### src/rtl/twtt_pkg.sv
package twtt_pkg;

  localparam int unsigned BUCKET_COUNT_DEF = 4096;
  localparam int unsigned VAL_W = 12;

  localparam logic KIND_PROBE = 1'b0;
  localparam logic KIND_STORE = 1'b1;

  typedef logic signed [VAL_W-1:0] repl_val_t;

  localparam repl_val_t REPL_MIN = -12'sd2;

  typedef struct packed {
    logic              kind;
    logic [63:0]       position_key;
    logic signed [15:0] search_score;
    logic [15:0]       best_move;
    logic signed [15:0] static_eval;
    logic [7:0]        search_depth;
    logic [1:0]        bound_type;
  } in_beat_t;

  typedef struct packed {
    logic              hit;
    logic              written;
    logic signed [15:0] found_score;
    logic [15:0]       found_move;
    logic signed [15:0] found_eval;
    logic [7:0]        found_depth;
    logic [1:0]        found_bound;
    logic [5:0]        found_age;
  } out_beat_t;

  typedef struct packed {
    logic [63:0] key;
    logic [15:0] score;
    logic [15:0] move;
    logic [15:0] eval;
    logic [7:0]  depth;
    logic [1:0]  bound;
    logic [5:0]  age;
  } entry_t;

  typedef struct packed {
    entry_t slot2;
    entry_t slot1;
  } bucket_t;

  typedef struct packed {
    logic      match;
    repl_val_t value;
  } slot_res_t;

endpackage

### src/rtl/twtt_slot_eval.sv
module twtt_slot_eval import twtt_pkg::*; (
  input  entry_t      slot_i,
  input  logic [63:0] key_i,
  input  logic [7:0]  depth_i,
  input  logic [5:0]  age_i,
  output slot_res_t   res_o
);

  logic [5:0] age_diff;

  assign age_diff = age_i - slot_i.age;

  // 16 * age gap + new depth - stored depth
  assign res_o.match = (slot_i.key == key_i);
  assign res_o.value = $signed({2'b00, age_diff, 4'b0000})
                     + $signed({4'b0000, depth_i})
                     - $signed({4'b0000, slot_i.depth});

endmodule

### config.mk
export PLATFORM = sky130hd
export DESIGN_NAME = twtt_slot_eval
export DESIGN_NICKNAME = d
export VERILOG_FILES = /design/src/rtl/twtt_pkg.sv /design/src/rtl/twtt_slot_eval.sv
export SDC_FILE = /design/constraint.sdc
export NUM_CORES = 1
export LEC_CHECK = 0
export BUFFER_PORTS_ARGS = -buffer_cell sky130_fd_sc_hd__buf_4
export CAP_MARGIN = 20
export CORE_AREA = 5 5 82 84
export DETAILED_ROUTE_END_ITERATION = 12
export DIE_AREA = 0 0 87 89
export PLACE_DENSITY = 0.75
export SYNTH_ARGS = -nofsm -noshare
export SYNTH_HDL_FRONTEND = slang
export SYNTH_SLANG_ARGS = --single-unit
### constraint.sdc
create_clock -name vclk -period 3.45
set_input_delay 0.1725 -clock vclk [all_inputs]
set_output_delay 0.1725 -clock vclk [all_outputs]
set_load 0.01 [all_outputs]
==> metrics.yaml <==
run_status:
  status: "finished clean"
worst_hold_path:
  whs_path_depth: 4
  hold_path.startpoint: "slot_i[8]"
  holdPathEnd: "res_o[0]"
  hold_class: "primary input to output pin"
timing:
  fin_ws_ns: 0.281
  tightestPinTransition_ns: 0.370
  slew_violations: 0
  layout_min_cycle_time_ns: 3.17
  rsz0062_at_grt: "false"
  finalSetupViolCount: 0
  final.setup.tns_ns: 0
  fmax_mhz: 316
  relSlewSlack_pct: 75.0
  hold_viol: 0
  period_share_pct: 91.9
clocking:
  holdBufCountCts: 0
  post_cts_buffers: 0
  post_cts_resized: 0
die:
  die_width_um: 87
  core_area_um2: 5850
  die-area_um2: 7740
  die_y_um: 89
  start_util_pct: 26.0
  rows: 28
  num_io_pins: 219
global_route:
  antenna_found_initial: 0
  grt_pass1_wl_um: 8960
  grt_max_degree: 6
  grt_usage_pct: 14.3
  gr-total-overflow: 0
  grt_pass1_vias: 2163
logic_synthesis:
  synth_top_area_share_pct: 39.8
  yosysUniqueCellTypes: 25
  synth_area_um2: 1520
  syn-num-nets: 422
  seq_area_frac_synth_pct: 0
  ys_top_cells_by_area: "xor2_1, ha_1, fa_1"
  syn_avg_cell_area_um2: 7.95
  synth_common_cells: "xor2_1, inv_1, ha_1"
  syn-instance-count: 191
  yosysMostFrequentCell: "xor2_1"
  synth_top_area_cell: "xor2_1"
  ys_warn_count: 0
place:
  gp_congestion: 0.857
  dp_hpwl_um: 5990
  preCtsSetupSlack_ns: 0.245
  io_buffers: 169
  placed_area_um2: 2880
route:
  route.met3.wl_um: 878
  drt-met1-wl_um: 1610
  drtIter0Drc: 13
  drc: 0
  vias_per_cell: 4.42
  routed_wl_um: 6090
  first_pass_iters: 4
  wl_met2_um: 3500
  wl_per_cell_um: 14.0
  top_layer_used: "met4"
  vias: 1924
  ant_nets: 0
setup_path:
  worstPathMaxFanout: 5
  max_stage_delay_ns: 0.50
  end_kind: "output pin"
  required_ns: 3.28
  crit_slowest_cell: "fa_1"
  arrival_ns: 3.00
  start_kind: "primary input"
  path_cells: "buf_4 -> ha_1 -> fa_1 -> fa_1 -> inv_1 -> ha_1 -> nand3_1 -> o211ai_1 -> o41ai_2 -> o21bai_1 -> a21oi_1 -> xnor2_1 -> buf_4"
  worst-setup-path-type: "primary input to output pin"
pwr:
  p_int_uw: 358
  p_sw_uw: 275
  p_per_area_nw_per_um2: 220
  vdd_drop_max_uv: 126
  combPwrFrac_pct: 100.0
  p_sw_share_pct: 43.5
  seq_power_share_pct: 0
  power.share.clock_pct: 0
  cellLeakagePower_uw: 0.00157
finish:
  regArea_um2: 0
  fin_util_pct: 49.3
  seq_cells: 0
  finalInstanceArea_um2: 2880
  clock_buffers: 0
  nets: 593
  n_antenna_cell: 0
  drive_gt1_share_pct: 48.1
  syn2layout_area_growth_pct: 89.7
flow_run:
  max_cap_violations: 0
[critical path: cells and delay by family]
kind / cells / cell delay [ns]
AO/OA/AOI/OAI: 4 / 0.77
XOR/XNOR: 1 / 0.14
adder cells (fa/ha/maj): 4 / 1.52
buffers and inverters: 3 / 0.29
AND/OR/NAND/NOR: 1 / 0.10
[routing by layer]
metal / GRT usage [%] / up-vias
met5: 0 / -
met4: 1.84 / 0
met3: 7.65 / 6
met2: 30.8 / 97
met1: 11.2 / 849
li1: - / 972
[layout make-up]
class | count | area, um^2
timing repair buffer | 169 | 1270
multi-input combinational | 161 | 1410
inverter | 30 | 113
tap | 75 | 93.8
fill | 577 | 2970
[how the worst max path moves through the flow]
| stage | start | end | slack [ns] | cells after the start |
|---|---|---|---|---|
| after global routing | slot_i[1] | res_o[10] | 0.03 | 14 |
| after detailed placement | slot_i[0] | res_o[10] | 0.24 | 13 |
| final | slot_i[0] | res_o[10] | 0.28 | 13 |
| after CTS | slot_i[0] | res_o[10] | 0.23 | 13 |
| after global placement | slot_i[0] | res_o[10] | 0.28 | 13 |
| after floorplan | age_i[0] | res_o[10] | 0.70 | 12 |
[cell usage in the layout, fill, tap and decap left out]
master	n
inv_1	30
xnor3_1	1
o21ai_2	1
xor2_1	69
o21ai_0	3
and2_1	1
nand3_1	2
o41ai_2	2
a21boi_1	1
buf_4	169
nand2_1	3
nor4_1	17
o21a_1	1
o21bai_1	2
nand2b_1	1
o2bb2ai_1	1
nor2_1	10
fa_1	6
nand4_1	4
a21oi_1	4
nor2b_1	1
xnor2_1	7
nor3_1	3
ha_1	19
o211ai_1	1
nor2b_4	1
[power groups by stage]
stage	registers, uW	logic [uW]	clock network [uW]
final	0	634	0
after global routing	0	701	0
after CTS	0	649	0
after detailed placement	0	647	0
after global placement	0	631	0
after floorplan	0	330	0
[kinds of logic (layout without fill, tap and decap cells)]
logic type                 after synthesis  count (layout)  share of synthesized area, %
adders and majority gates               25              25                          23.6
buffers and inverters                   30             199                          7.41
AOI/OAI and AO/OA                       16              16                          8.07
and+or+nand+nor                         43              43                          15.7
xor gates and xnor gates                77              77                          45.3
[stage by stage]
step | power, uW | std cells | hold WS (ns)
after detailed placement | 647 | 435 | 0.703
after global routing | 701 | 435 | 0.730
after global placement | 631 | 435 | 0.698
final | 634 | 435 | 0.697
after CTS | 649 | 435 | 0.703
after floorplan | 330 | 191 | 0.503
No activity file was read; power rests on OpenSTA's default activity.
